**src/sbmq_pkg.sv**
```systemverilog
package sbmq_pkg;

  // Fixed field widths of the stream payload
  localparam int WORD_W = 32;
  localparam int QID_W  = 3;

  // Word returned by a dequeue from an empty queue
  localparam logic [WORD_W-1:0] EMPTY_WORD = '1;

  typedef enum logic {
    REQ_ENQ = 1'b0,
    REQ_DEQ = 1'b1
  } req_t;

  typedef enum logic [1:0] {
    ST_OK       = 2'd0,
    ST_OVERFLOW = 2'd1,
    ST_EMPTY    = 2'd2
  } status_t;

  // Outcome of one request, handed from the pointer logic to the result stage
  typedef struct packed {
    status_t status;
    logic    deq;
  } result_t;

endpackage

```
**src/sbmq_ram.sv**
```systemverilog
module sbmq_ram #(
  parameter int WIDTH = 32,
  parameter int DEPTH = 16,
  localparam int AW = (DEPTH > 1) ? $clog2(DEPTH) : 1
) (
  input  logic             clk,
  input  logic             we,
  input  logic [AW-1:0]    waddr,
  input  logic [WIDTH-1:0] wdata,
  input  logic             re,
  input  logic [AW-1:0]    raddr,
  output logic [WIDTH-1:0] rdata
);

  logic [WIDTH-1:0] mem [DEPTH];

  // Read returns the old word when the same address is written in that cycle
  always_ff @(posedge clk) begin
    if (we) begin
      mem[waddr] <= wdata;
    end
    if (re) begin
      rdata <= mem[raddr];
    end
  end

endmodule

```
**src/sbmq_ctrl.sv**
```systemverilog
module sbmq_ctrl import sbmq_pkg::*; #(
  parameter int NUM_QUEUES = 8,
  parameter int NUM_SLOTS  = 16,
  localparam int AW = $clog2(NUM_SLOTS),
  localparam int PW = $clog2(NUM_SLOTS + 1),
  localparam int QW = (NUM_QUEUES > 1) ? $clog2(NUM_QUEUES) : 1
) (
  input  logic             clk,
  input  logic             rst_n,
  input  logic             fire,
  input  req_t             req,
  input  logic [QID_W-1:0] queue_id,
  input  logic [PW-1:0]    link_rdata,
  output logic             link_re,
  output logic [AW-1:0]    link_raddr,
  output logic             link_we,
  output logic [AW-1:0]    link_waddr,
  output logic [PW-1:0]    link_wdata,
  output logic             data_we,
  output logic [AW-1:0]    data_waddr,
  output logic             data_re,
  output logic [AW-1:0]    data_raddr,
  output result_t          result
);

  localparam logic [PW-1:0] PTR_NULL = PW'(NUM_SLOTS);

  // Pointer registers; a queue's head and tail mean something only while it is busy
  logic [PW-1:0]         free_r, free_nxt;
  logic [AW-1:0]         head_r [NUM_QUEUES];
  logic [AW-1:0]         head_nxt [NUM_QUEUES];
  logic [AW-1:0]         tail_r [NUM_QUEUES];
  logic [AW-1:0]         tail_nxt [NUM_QUEUES];
  logic [NUM_QUEUES-1:0] busy_r, busy_nxt;

  // A pointer whose new value is the link read issued in the previous cycle
  logic                  pend_free_r, pend_free_nxt;
  logic                  pend_head_r, pend_head_nxt;
  logic [QW-1:0]         pend_q_r, pend_q_nxt;

  logic          q_ok;
  logic [QW-1:0] q_idx;
  logic [PW-1:0] eff_free;
  logic [AW-1:0] eff_head;
  logic [AW-1:0] q_tail;
  logic          q_busy;
  logic          free_ok;

  assign q_ok     = 32'(queue_id) < 32'(NUM_QUEUES);
  assign q_idx    = QW'(queue_id);
  assign eff_free = pend_free_r ? link_rdata : free_r;
  assign eff_head = (pend_head_r && pend_q_r == q_idx) ? link_rdata[AW-1:0]
                                                       : head_r[q_idx];
  assign q_tail   = tail_r[q_idx];
  assign q_busy   = busy_r[q_idx];
  assign free_ok  = eff_free != PTR_NULL;

  // Decide the request, drive the link and data stores, update pointers
  always_comb begin
    head_nxt      = head_r;
    tail_nxt      = tail_r;
    busy_nxt      = busy_r;
    free_nxt      = free_r;
    pend_free_nxt = 1'b0;
    pend_head_nxt = 1'b0;
    pend_q_nxt    = pend_q_r;

    // commit last cycle's link read first; this request overrides it
    if (pend_free_r) begin
      free_nxt = link_rdata;
    end
    if (pend_head_r) begin
      head_nxt[pend_q_r] = link_rdata[AW-1:0];
    end

    link_re       = 1'b0;
    link_raddr    = '0;
    link_we       = 1'b0;
    link_waddr    = '0;
    link_wdata    = '0;
    data_we       = 1'b0;
    data_waddr    = '0;
    data_re       = 1'b0;
    data_raddr    = '0;
    result.status = ST_OK;
    result.deq    = (req == REQ_DEQ);

    if (req == REQ_ENQ) begin
      if (!(q_ok && free_ok)) begin
        result.status = ST_OVERFLOW;
      end else if (fire) begin
        // take the free head, store the word, link it behind the tail
        data_we    = 1'b1;
        data_waddr = eff_free[AW-1:0];
        link_re    = 1'b1;
        link_raddr = eff_free[AW-1:0];
        if (q_busy) begin
          link_we    = 1'b1;
          link_waddr = q_tail;
          link_wdata = eff_free;
        end else begin
          head_nxt[q_idx] = eff_free[AW-1:0];
        end
        tail_nxt[q_idx] = eff_free[AW-1:0];
        busy_nxt[q_idx] = 1'b1;
        pend_free_nxt   = 1'b1;
      end
    end else begin
      if (!(q_ok && q_busy)) begin
        result.status = ST_EMPTY;
      end else if (fire) begin
        // unlink the head slot and push it onto the free list
        data_re    = 1'b1;
        data_raddr = eff_head;
        link_re    = 1'b1;
        link_raddr = eff_head;
        link_we    = 1'b1;
        link_waddr = eff_head;
        link_wdata = eff_free;
        free_nxt   = PW'(eff_head);
        if (eff_head == q_tail) begin
          busy_nxt[q_idx] = 1'b0;
        end else begin
          pend_head_nxt = 1'b1;
          pend_q_nxt    = q_idx;
        end
      end
    end
  end

  always_ff @(posedge clk) begin
    if (!rst_n) begin
      free_r      <= '0;
      busy_r      <= '0;
      pend_free_r <= 1'b0;
      pend_head_r <= 1'b0;
    end else begin
      free_r      <= free_nxt;
      busy_r      <= busy_nxt;
      pend_free_r <= pend_free_nxt;
      pend_head_r <= pend_head_nxt;
    end
  end

  always_ff @(posedge clk) begin
    head_r   <= head_nxt;
    tail_r   <= tail_nxt;
    pend_q_r <= pend_q_nxt;
  end

endmodule

```
**src/shared_buffer_multi_queue.sv**
```systemverilog
// Channel  Dir  Ports                              Content
// in       in   in_tvalid in_tready in_tdata/tuser   one request beat
// out      out  out_tvalid out_tready out_tdata/tuser one result beat per request
//
// One request beat is taken every cycle while no result is stalled; its result
// passes the input register, then the result stage behind the store reads.
// The sustained rate is set by the read of the link store, whose
// data is forwarded straight into the free and queue head pointers.
// After reset the link store is initialized one slot a cycle, with in_tready
// held low. A stalled result holds the whole pipeline.
module shared_buffer_multi_queue import sbmq_pkg::*; #(
  parameter int NUM_QUEUES = 8,
  parameter int NUM_SLOTS  = 16,
  parameter int DATA_WIDTH = 32
) (
  input  logic        clk,
  input  logic        rst_n,
  input  logic        in_tvalid,
  output logic        in_tready,
  input  logic [31:0] in_tdata,   // value_in[31:0]
  input  logic [3:0]  in_tuser,   // req_type[0], queue_id[3:1]
  output logic        out_tvalid,
  input  logic        out_tready,
  output logic [31:0] out_tdata,  // value_out[31:0]
  output logic [1:0]  out_tuser   // status[1:0]
);

  localparam int AW = $clog2(NUM_SLOTS);
  localparam int PW = $clog2(NUM_SLOTS + 1);

  // Link store initialization
  logic          init_done_r;
  logic [AW-1:0] init_cnt_r;

  // Input register
  logic             s1_valid_r;
  req_t             s1_req_r;
  logic [QID_W-1:0] s1_qid_r;
  logic [31:0]      s1_value_r;
  logic             s1_fire;

  // Result stage
  logic    r2_valid_r;
  result_t r2_result_r;

  // Store ports
  logic            c_link_re, c_link_we, c_data_we, c_data_re;
  logic [AW-1:0]   c_link_raddr, c_link_waddr, c_data_waddr, c_data_raddr;
  logic [PW-1:0]   c_link_wdata, link_rdata;
  logic            link_we;
  logic [AW-1:0]   link_waddr;
  logic [PW-1:0]   link_wdata;
  logic [DATA_WIDTH-1:0] data_rdata;
  result_t         c_result;

  assign s1_fire   = s1_valid_r && (!r2_valid_r || out_tready);
  assign in_tready = init_done_r && (!s1_valid_r || s1_fire);

  // Walk the link store once after reset: slot i links to i+1
  always_ff @(posedge clk) begin
    if (!rst_n) begin
      init_done_r <= 1'b0;
      init_cnt_r  <= '0;
    end else if (!init_done_r) begin
      init_cnt_r <= init_cnt_r + AW'(1);
      if (init_cnt_r == AW'(NUM_SLOTS - 1)) begin
        init_done_r <= 1'b1;
      end
    end
  end

  assign link_we    = init_done_r ? c_link_we : 1'b1;
  assign link_waddr = init_done_r ? c_link_waddr : init_cnt_r;
  assign link_wdata = init_done_r ? c_link_wdata : PW'(init_cnt_r) + PW'(1);

  // Capture a request beat
  always_ff @(posedge clk) begin
    if (!rst_n) begin
      s1_valid_r <= 1'b0;
    end else if (in_tready) begin
      s1_valid_r <= in_tvalid;
    end
  end

  always_ff @(posedge clk) begin
    if (in_tvalid && in_tready) begin
      s1_req_r   <= req_t'(in_tuser[0]);
      s1_qid_r   <= in_tuser[3:1];
      s1_value_r <= in_tdata;
    end
  end

  sbmq_ctrl #(
    .NUM_QUEUES (NUM_QUEUES),
    .NUM_SLOTS  (NUM_SLOTS)
  ) u_ctrl (
    .clk        (clk),
    .rst_n      (rst_n),
    .fire       (s1_fire),
    .req        (s1_req_r),
    .queue_id   (s1_qid_r),
    .link_rdata (link_rdata),
    .link_re    (c_link_re),
    .link_raddr (c_link_raddr),
    .link_we    (c_link_we),
    .link_waddr (c_link_waddr),
    .link_wdata (c_link_wdata),
    .data_we    (c_data_we),
    .data_waddr (c_data_waddr),
    .data_re    (c_data_re),
    .data_raddr (c_data_raddr),
    .result     (c_result)
  );

  sbmq_ram #(
    .WIDTH (PW),
    .DEPTH (NUM_SLOTS)
  ) u_link_ram (
    .clk   (clk),
    .we    (link_we),
    .waddr (link_waddr),
    .wdata (link_wdata),
    .re    (c_link_re),
    .raddr (c_link_raddr),
    .rdata (link_rdata)
  );

  sbmq_ram #(
    .WIDTH (DATA_WIDTH),
    .DEPTH (NUM_SLOTS)
  ) u_data_ram (
    .clk   (clk),
    .we    (c_data_we),
    .waddr (c_data_waddr),
    .wdata (DATA_WIDTH'(s1_value_r)),
    .re    (c_data_re),
    .raddr (c_data_raddr),
    .rdata (data_rdata)
  );

  // Hold the result until the beat is taken
  always_ff @(posedge clk) begin
    if (!rst_n) begin
      r2_valid_r <= 1'b0;
    end else if (s1_fire) begin
      r2_valid_r <= 1'b1;
    end else if (out_tready) begin
      r2_valid_r <= 1'b0;
    end
  end

  always_ff @(posedge clk) begin
    if (s1_fire) begin
      r2_result_r <= c_result;
    end
  end

  // The data store read stays put until the next dequeue fires
  assign out_tvalid = r2_valid_r;
  assign out_tuser  = r2_result_r.status;
  always_comb begin
    case (r2_result_r.status)
      ST_OK:    out_tdata = r2_result_r.deq ? 32'(data_rdata) : '0;
      ST_EMPTY: out_tdata = EMPTY_WORD;
      default:  out_tdata = '0;
    endcase
  end

  a_no_accept_in_init: assert property (@(posedge clk) disable iff (!rst_n)
    !init_done_r |-> !in_tready)
    else $error("request taken during link store initialization");

  a_fire_gives_result: assert property (@(posedge clk) disable iff (!rst_n)
    s1_fire |=> r2_valid_r)
    else $error("fired request produced no result");

  a_request_held: assert property (@(posedge clk) disable iff (!rst_n)
    s1_valid_r && !s1_fire |=> s1_valid_r && $stable(s1_qid_r))
    else $error("stalled request lost");

  a_overflow_is_enqueue: assert property (@(posedge clk) disable iff (!rst_n)
    r2_valid_r && r2_result_r.status == ST_OVERFLOW |-> !r2_result_r.deq)
    else $error("overflow reported on a dequeue");

endmodule
```
**config.mk**
```make
export PLATFORM = sky130hd
export DESIGN_NAME = shared_buffer_multi_queue
export DESIGN_NICKNAME = d
export VERILOG_FILES = /design/src/sbmq_pkg.sv /design/src/sbmq_ram.sv /design/src/sbmq_ctrl.sv /design/src/shared_buffer_multi_queue.sv
export SDC_FILE = /design/constraint.sdc
export NUM_CORES = 1
export LEC_CHECK = 0
export BUFFER_PORTS_ARGS = -buffer_cell sky130_fd_sc_hd__buf_2
export CORE_ASPECT_RATIO = 0.7
export CORE_MARGIN = 2
export CORE_UTILIZATION = 24
export DETAILED_ROUTE_END_ITERATION = 8
export SETUP_SLACK_MARGIN = 0.4
export SLEW_MARGIN = 30
export SYNTH_ARGS = -nofsm -noshare
export SYNTH_HDL_FRONTEND = slang
export SYNTH_SLANG_ARGS = --single-unit
```
**constraint.sdc**
```tcl
create_clock -name clk -period 8.16 [get_ports clk]
set_input_delay 0.816 -clock clk [delete_from_list [all_inputs] [get_ports clk]]
set_output_delay 0.816 -clock clk [all_outputs]
set_load 0.05 [all_outputs]
```
== After elaboration in Yosys (flattened, before gate mapping) ==
Memories as Yosys holds them, arrays and structs flattened. A register that Yosys moved wholly into a read port is not among the register bits.
Index checks and enable logic that the tools add are counted.

* Register bits: 128
* RAM bits: 592
* Input bits: 40
* Output and inout bits: 36
* Memories: 2

* Add/subtract/negate cells: 2
* $lt $le $gt $ge: 6
* Equality and inequality tests: 7
* Multiplexer cells: 77
* Bitwise operators: 7
* Reduce and logical (&&, ||, !) cells: 18

{| class="wikitable"
|+ Memory list
! name !! depth !! bits a word !! rd ports !! clocked after memory_dff !! write ports !! RTL line !! text
|-
| u_data_ram.mem || 16 || 32 || 1 || 1 || 1 || sbmq_ram.sv:15 || <nowiki>logic [WIDTH-1:0] mem [DEPTH];</nowiki>
|-
| u_link_ram.mem || 16 || 5 || 1 || 1 || 1 || sbmq_ram.sv:15 ||
|}

{| class="wikitable"
|+ Operator list
! operator !! number
|-
| $mux W32 || 6
|-
| $bwmux W32 || 3
|-
| $mux W4 || 19
|-
| $pmux W32 S2 || 1
|-
| $mux W5 || 11
|-
| $mux W8 || 6
|-
| $bmux W4 S3 || 2
|-
| $demux W4 S3 || 2
|-
| $mux W1 || 23
|-
| $reduce_and A4 Y1 || 3
|-
| $and A8 B8 Y8 || 1
|-
| $ge A4 B4 Y1 const B || 2
|-
| $lt A4 B1 Y1 const B || 2
|-
| $not A3 Y4 || 2
|-
| $not A8 Y8 || 1
|-
| $or A8 B8 Y8 || 1
|-
| $logic_and A1 B1 Y1 || 7
|-
| $add A4 B1 Y5 const B || 1
|-
| $ne A5 B5 Y1 const B || 1
|-
| $add A4 B1 Y4 const B || 1
|-
| $eq A4 B4 Y1 || 1
|-
| $eq A4 B4 Y1 const B || 1
|-
| $lt A3 B4 Y1 const B || 1
|-
| $mux W2 || 2
|-
| 12 further kinds || 17
|}

== Depth between registers and ports, before layout ==
* Depth after elaboration: 12
* Gate-level depth with buffers: 13
* Depth with buffers taken out: 8

== By module ==
Synthesis repeated with hierarchy kept, for this count alone.

* Cell total of the unflattened synthesis: 1538
* Area, all modules: 29548.3 um^2

{| class="wikitable"
|+ By module, submodules not included
! module !! instances !! cells each !! area each (um^2)
|-
| sbmq_ram at u_data_ram || 1 || 838 || 20155.6
|-
| sbmq_ctrl || 1 || 380 || 4175.3
|-
| sbmq_ram at u_link_ram || 1 || 155 || 3263.1
|-
| shared_buffer_multi_queue || 1 || 165 || 1954.4
|}

== Worst setup path after synthesis ==
No wires, ideal clock.

* Path kind: input -> register
* Start: in out_tready
* End: mem u_data_ram.mem[4][0] (enable)
* Library setup time: 0.421 ns
* Arrival: 3.233 ns
* Required time: 7.739 ns
* Slack: 4.506 ns
* Cell stages on the path: 6
* Buffers on the path: 1
* Cell sequence: nor2b_1 nor3b_1 and2_1 clkbuf_1 o21ai_0 nor2_1

* Longest elaborated chain between the ends: 7
* Elaborated cells on any way between the ends: 10
* Those cells by class: mux: 8; reduce/logical: 2

{| class="wikitable"
|+ RTL lines
! element !! RTL line !! text
|-
| start, declared || shared_buffer_multi_queue.sv:23 || <nowiki>input logic out_tready,</nowiki>
|-
| $logic_or A1 B1 Y1 * || shared_buffer_multi_queue.sv:56 || <nowiki>assign s1_fire = s1_valid_r && (!r2_valid_r || out_tready);</nowiki>
|-
| $logic_and A1 B1 Y1 * || shared_buffer_multi_queue.sv:56 ||
|-
| $mux W1 || sbmq_ctrl.sv:91 || <nowiki>end else if (fire) begin</nowiki>
|-
| $mux W1 || -- ||
|-
| $mux W1 || sbmq_ctrl.sv:88 || <nowiki>if (req == REQ_ENQ) begin</nowiki>
|-
| $mux W1 || sbmq_ram.sv:19 || <nowiki>if (we) begin</nowiki>
|-
| $mux W1 (implied by the code) || sbmq_ram.sv:20 || <nowiki>mem[waddr] <= wdata;</nowiki>
|-
| end, declared || sbmq_ram.sv:15 ||
|}

Mark *: on every way between the ends. The rest lies on a longest branch, timed or not.

== Worst setup path in the final report ==
* Start: reg s1_qid_r[1]
* End: reg u_link_ram.rdata[1] (read register of u_link_ram.mem) (data pin)

* Longest elaborated chain between the ends: 8
* Elaborated cells on any way between the ends: 14
* Those cells by class: eq/ne: 1; mux: 11; bitwise: 1; reduce/logical: 1

{| class="wikitable"
|+ RTL lines
! element !! RTL line !! text
|-
| start, declared || shared_buffer_multi_queue.sv:38 || <nowiki>logic [QID_W-1:0] s1_qid_r;</nowiki>
|-
| start signal, assigned || shared_buffer_multi_queue.sv:88 || <nowiki>s1_qid_r <= in_tuser[3:1];</nowiki>
|-
| $not A3 Y4 (implied by the code) || sbmq_ctrl.sv:53 || <nowiki>: head_r[q_idx];</nowiki>
|-
| $bmux W4 S3 || sbmq_ctrl.sv:53 ||
|-
| $mux W4 (implied by the code) (2 in series) || sbmq_ctrl.sv:53 ||
|-
| $mux W4 || sbmq_ctrl.sv:52 || <nowiki>assign eff_head = (pend_head_r && pend_q_r == q_idx) ? link_rdata[AW-1:0]</nowiki>
|-
| $mux W4 || sbmq_ctrl.sv:111 || <nowiki>end else if (fire) begin</nowiki>
|-
| $mux W4 || sbmq_ctrl.sv:109 || <nowiki>if (!(q_ok && q_busy)) begin</nowiki>
|-
| $mux W4 || sbmq_ctrl.sv:88 ||
|-
| end, declared || sbmq_ram.sv:12 || <nowiki>output logic [WIDTH-1:0] rdata</nowiki>
|}

Several ways; a longest one is shown, not always the timed one. The select of a mux whose other input is x is not followed.
A chain may end at the register's enable or synchronous reset.

==> impl_metrics.csv <==
group,metric,value,unit
cts,clockBufferDepth,3,
floorplanning,die_w,433,µm
global_routing,grt_pass1_wl,126000,µm
setup_path,path_class,"flop to flop",
sta,hold_viol,0,
detailed_routing,first_pass_iters,7,
setup_path,rr_startpoint,"s1_qid_r[1]",
global_routing,grt_max_degree,155,
floorplanning,core_area,0.128,mm²
global_routing,grt_pass1_vias,18567,
setup_path,crit_chain,"or2_1 > o22ai_2 > o21ai_4 > buf_4 > buf_4 > o22ai_1 > o211ai_1 > a211oi_1 > or4_1",
finish,final_common_cell,"edfxtp_1",
finish,final_nets,2324,
logic_synthesis,synth.area.mux_share,0.0441,
cts,clk_latency,630,ps
setup_path,worstRegToRegCells,9,
cts,cts_htree_levels,3,
sta,clock-skew-final,24.8,ps
placed_design,postPlaceCellArea,0.0333,mm²
setup_path,arrival,4920,ps
setup_path,cp_top_family,"buffers and inverters",
hold_path,hp-class,"input pin to flop",
setup_path,cp_slowest_cell,"edfxtp_1",
detailed_routing,vias,19610,
finish,layout_common_cells,"edfxtp_1 (703), nor2_1 (182), nand3_1 (156)",
setup_path,setup.worst_path.end_class,"flop",
logic_synthesis,postSynthCellCount,2264,
finish,finish.instance_area,0.0355,mm²
logic_synthesis,syn-num-nets,2305,
placed_design,dpl.hpwl,47200,µm
sta,period_share,0.560,
hold_path,hp-start,"in_tdata[29]",
pwr,pwr_density_cell,212,mW/mm²
sta,setup_viol,0,
job,cap_violations,0,
sta,final-max-slew-violation-count,0,
detailed_routing,drt_wl_total,85300,µm
logic_synthesis,yosys_warnings,0,
logic_synthesis,syn_area,0.0310,mm²
sta,fmax,219,MHz
hold_path,min_delay_path_depth,1,
floorplanning,dieArea,0.132,mm²
logic_synthesis,synth-xor-area-share,0.00311,
logic_synthesis,synth-simple-area-share,0.0990,
cts,tritoncts,"built",
floorplanning,fp.dieH,305,µm
sta,finalSetupTns,0,ps
setup_path,worst-path-buf-inv,2,
floorplanning,ios,76,
floorplanning,rows,110,
logic_synthesis,synth-edff-count,703,
detailed_routing,highest_layer,"met5",
logic_synthesis,synthArstFlopShare,0,
setup_path,ff2ff_setup_slack,3590,ps
setup_path,worst_setup_path_start_kind,"flop",
cts,post_cts_buffers,0,
cts,cts_sinks,757,
finish,finish.utilization,0.277,
sta,holdWs,361,ps
floorplanning,initial_core_util,0.241,
setup_path,crit_top_cell,"buf_4",
pwr,power.total,0.00754,W
logic_synthesis,synth_top_family_by_area,"compound AO/OA/AOI/OAI gates",
logic_synthesis,synth_fa_ha_area_frac,0.000404,
setup_path,r2r-end,"u_link_ram.rdata[1]",
cts,clk_pin_slew,60,ps
finish,drive_gt1_frac,0.139,
setup_path,cp.required,8510,ps
logic_synthesis,postSynthAreaPerCell,13.7,µm²
pwr,leakage,11.2,nW
cts,cts_hold_buf,0,
detailed_routing,wl_met2,35500,µm
cts,ctsResizeCount,0,
logic_synthesis,synth_seq_cells,757,
detailed_routing,drc,0,
finish,fillCellCount,13096,
hold_path,worstHoldEndpoint,"s1_value_r[29]",
logic_synthesis,yosysUniqueCellTypes,72,
sta,slew-limit-headroom,0.350,
detailed_routing,via_per_inst,4.82,
setup_path,critPathMaxStageDelay,800,ps
global_routing,grt_use_total,0.126,
placed_design,portBuffers,75,
finish,areaGrowthSynthToFinish,14.8,%
logic_synthesis,yosysSeqAreaShare,0.717,
detailed_routing,wl_met3,8350,µm
cts,cts_made_buffers,72,
global_routing,overflow,0,
sta,grt_setup_unrepaired,"no",
detailed_routing,ant_nets,0,
global_routing,antenna_found_initial,6,
outcome,status,"finished clean",
detailed_routing,drt-wirelength-per-cell,20.9,µm
sta,timing.final.crit_period,4570,ps
logic_synthesis,synth_compound_area_frac,0.107,
detailed_routing,drt-initial-drc-count,2471,
detailed_routing,wl_met1,39600,µm
cts,clockRootBuffer,"clkbuf_16",
pwr,peakVddDrop,142,µV
setup_path,crit_path_max_fanout,78,
logic_synthesis,ys.flop_type,"edfxtp_1",
sta,tightest_slew,974,ps
placed_design,globalplace.congestion,0.849,
## worst max path at each step
| stage | start | to | slack [ps] | cells after the start |
|---|---|---|---|---|
| floorplan | out_tready | u_data_ram.mem[4][0] | 4510 | 6 |
| global route | s1_qid_r[1] | u_link_ram.rdata[1] | 3370 | 9 |
| global placement | u_link_ram.rdata[0] | u_link_ram.rdata[3] | 3680 | 8 |
| detailed placement | out_tready | u_link_ram.rdata[1] | 3640 | 10 |
| CTS | s1_qid_r[1] | u_link_ram.rdata[1] | 3640 | 9 |
| finish | s1_qid_r[1] | u_link_ram.rdata[1] | 3590 | 9 |
## registers in the layout, indices dropped and copies added, names as in the netlist, 4 cells and up, named ones only
signal and flops:
u_ctrl.tail_r 32, u_ctrl.head_r 32, u_link_ram.mem 80, u_data_ram.mem 512, u_data_ram.rdata 32, s1_value_r 32
init_cnt_r 4, u_link_ram.rdata 5, u_ctrl.free_r 5
## worst reg2reg max path, cell delays in order, from the launching register on
cell and delay (ps):
edfxtp_1 800, or2_1 380, o22ai_2 190, o21ai_4 220, buf_4 640, buf_4 810, o22ai_1 290, o211ai_1 300
a211oi_1 100, or4_1 570
## kinds of logic (layout without fill, tap and decap cells)
family	count (synthesis)	count (layout)
simple gates	646	646
other cells	0	1
fa+ha+maj	1	1
buf+inv	212	282
mux	122	122
flops	757	757
compound gates	515	515
xor+xnor	11	11
## Yosys cell counts (7+ instances only)
cell	n	area, µm²
nor2_1	200	751
and2_1	19	119
nor2b_1	7	43.8
mux2_2	56	631
a32oi_1	14	123
nand2b_1	8	50.1
nor3_1	102	510
o21ai_1	8	40.0
a311oi_1	7	61.3
dfxtp_1	54	1080
clkbuf_1	104	390
a211oi_1	17	128
buf_4	7	52.6
o21ai_0	147	736
or3_1	18	113
a31oi_1	7	43.8
a21oi_1	123	616
buf_1	12	45.0
o311ai_0	25	219
nand4_1	28	175
o31ai_1	26	195
o22ai_1	16	100
inv_1	35	131
o21a_1	8	60.1
nand2_1	79	297
a32o_1	7	70.1
edfxtp_1	703	21100
a221oi_1	23	201
a22oi_1	9	67.6
xnor2_1	8	70.1
buf_2	50	250
nand3_1	156	781
o211ai_1	53	398
mux2i_1	60	601
## per-stage QoR
step / worst slack (ps) / std cells
2_1_floorplan: 4510 / 2264
3_3_place_gp: 3680 / 3945
3_5_place_dp: 3640 / 3945
4_1_cts: 3640 / 4070
5_1_grt: 3370 / 4071
6_report: 3590 / 4071
## power by group
part	switching, W	internal (W)	leakage (nW)
Clock	0.00143	0.00180	1.07
Combinational	0.0000664	0.0000302	3.31
Sequential	0.00000631	0.00421	6.84
Total	0.00150	0.00603	11.2
## area by class of cell
type / instances / area, µm² / share of cell area
Sequential cell: 757 / 22200 / 0.624
Antenna cell: 1 / 2.50 / 0.0000704
Timing Repair Buffer: 121 / 737 / 0.0207
Multi-Input combinational cell: 1295 / 8110 / 0.228
Clock buffer: 95 / 1970 / 0.0555
Inverter: 36 / 138 / 0.00387
Clock inverter: 30 / 224 / 0.00630
Tap cell: 1736 / 2170 / 0.0611
## metal layers
layer / vias up / GRT usage
met5: - / 0
met4: 8 / 0.0340
met3: 125 / 0.0356
met2: 934 / 0.174
met1: 9790 / 0.188
li1: 8753 / -
Power figures use the tool's default switching activity.
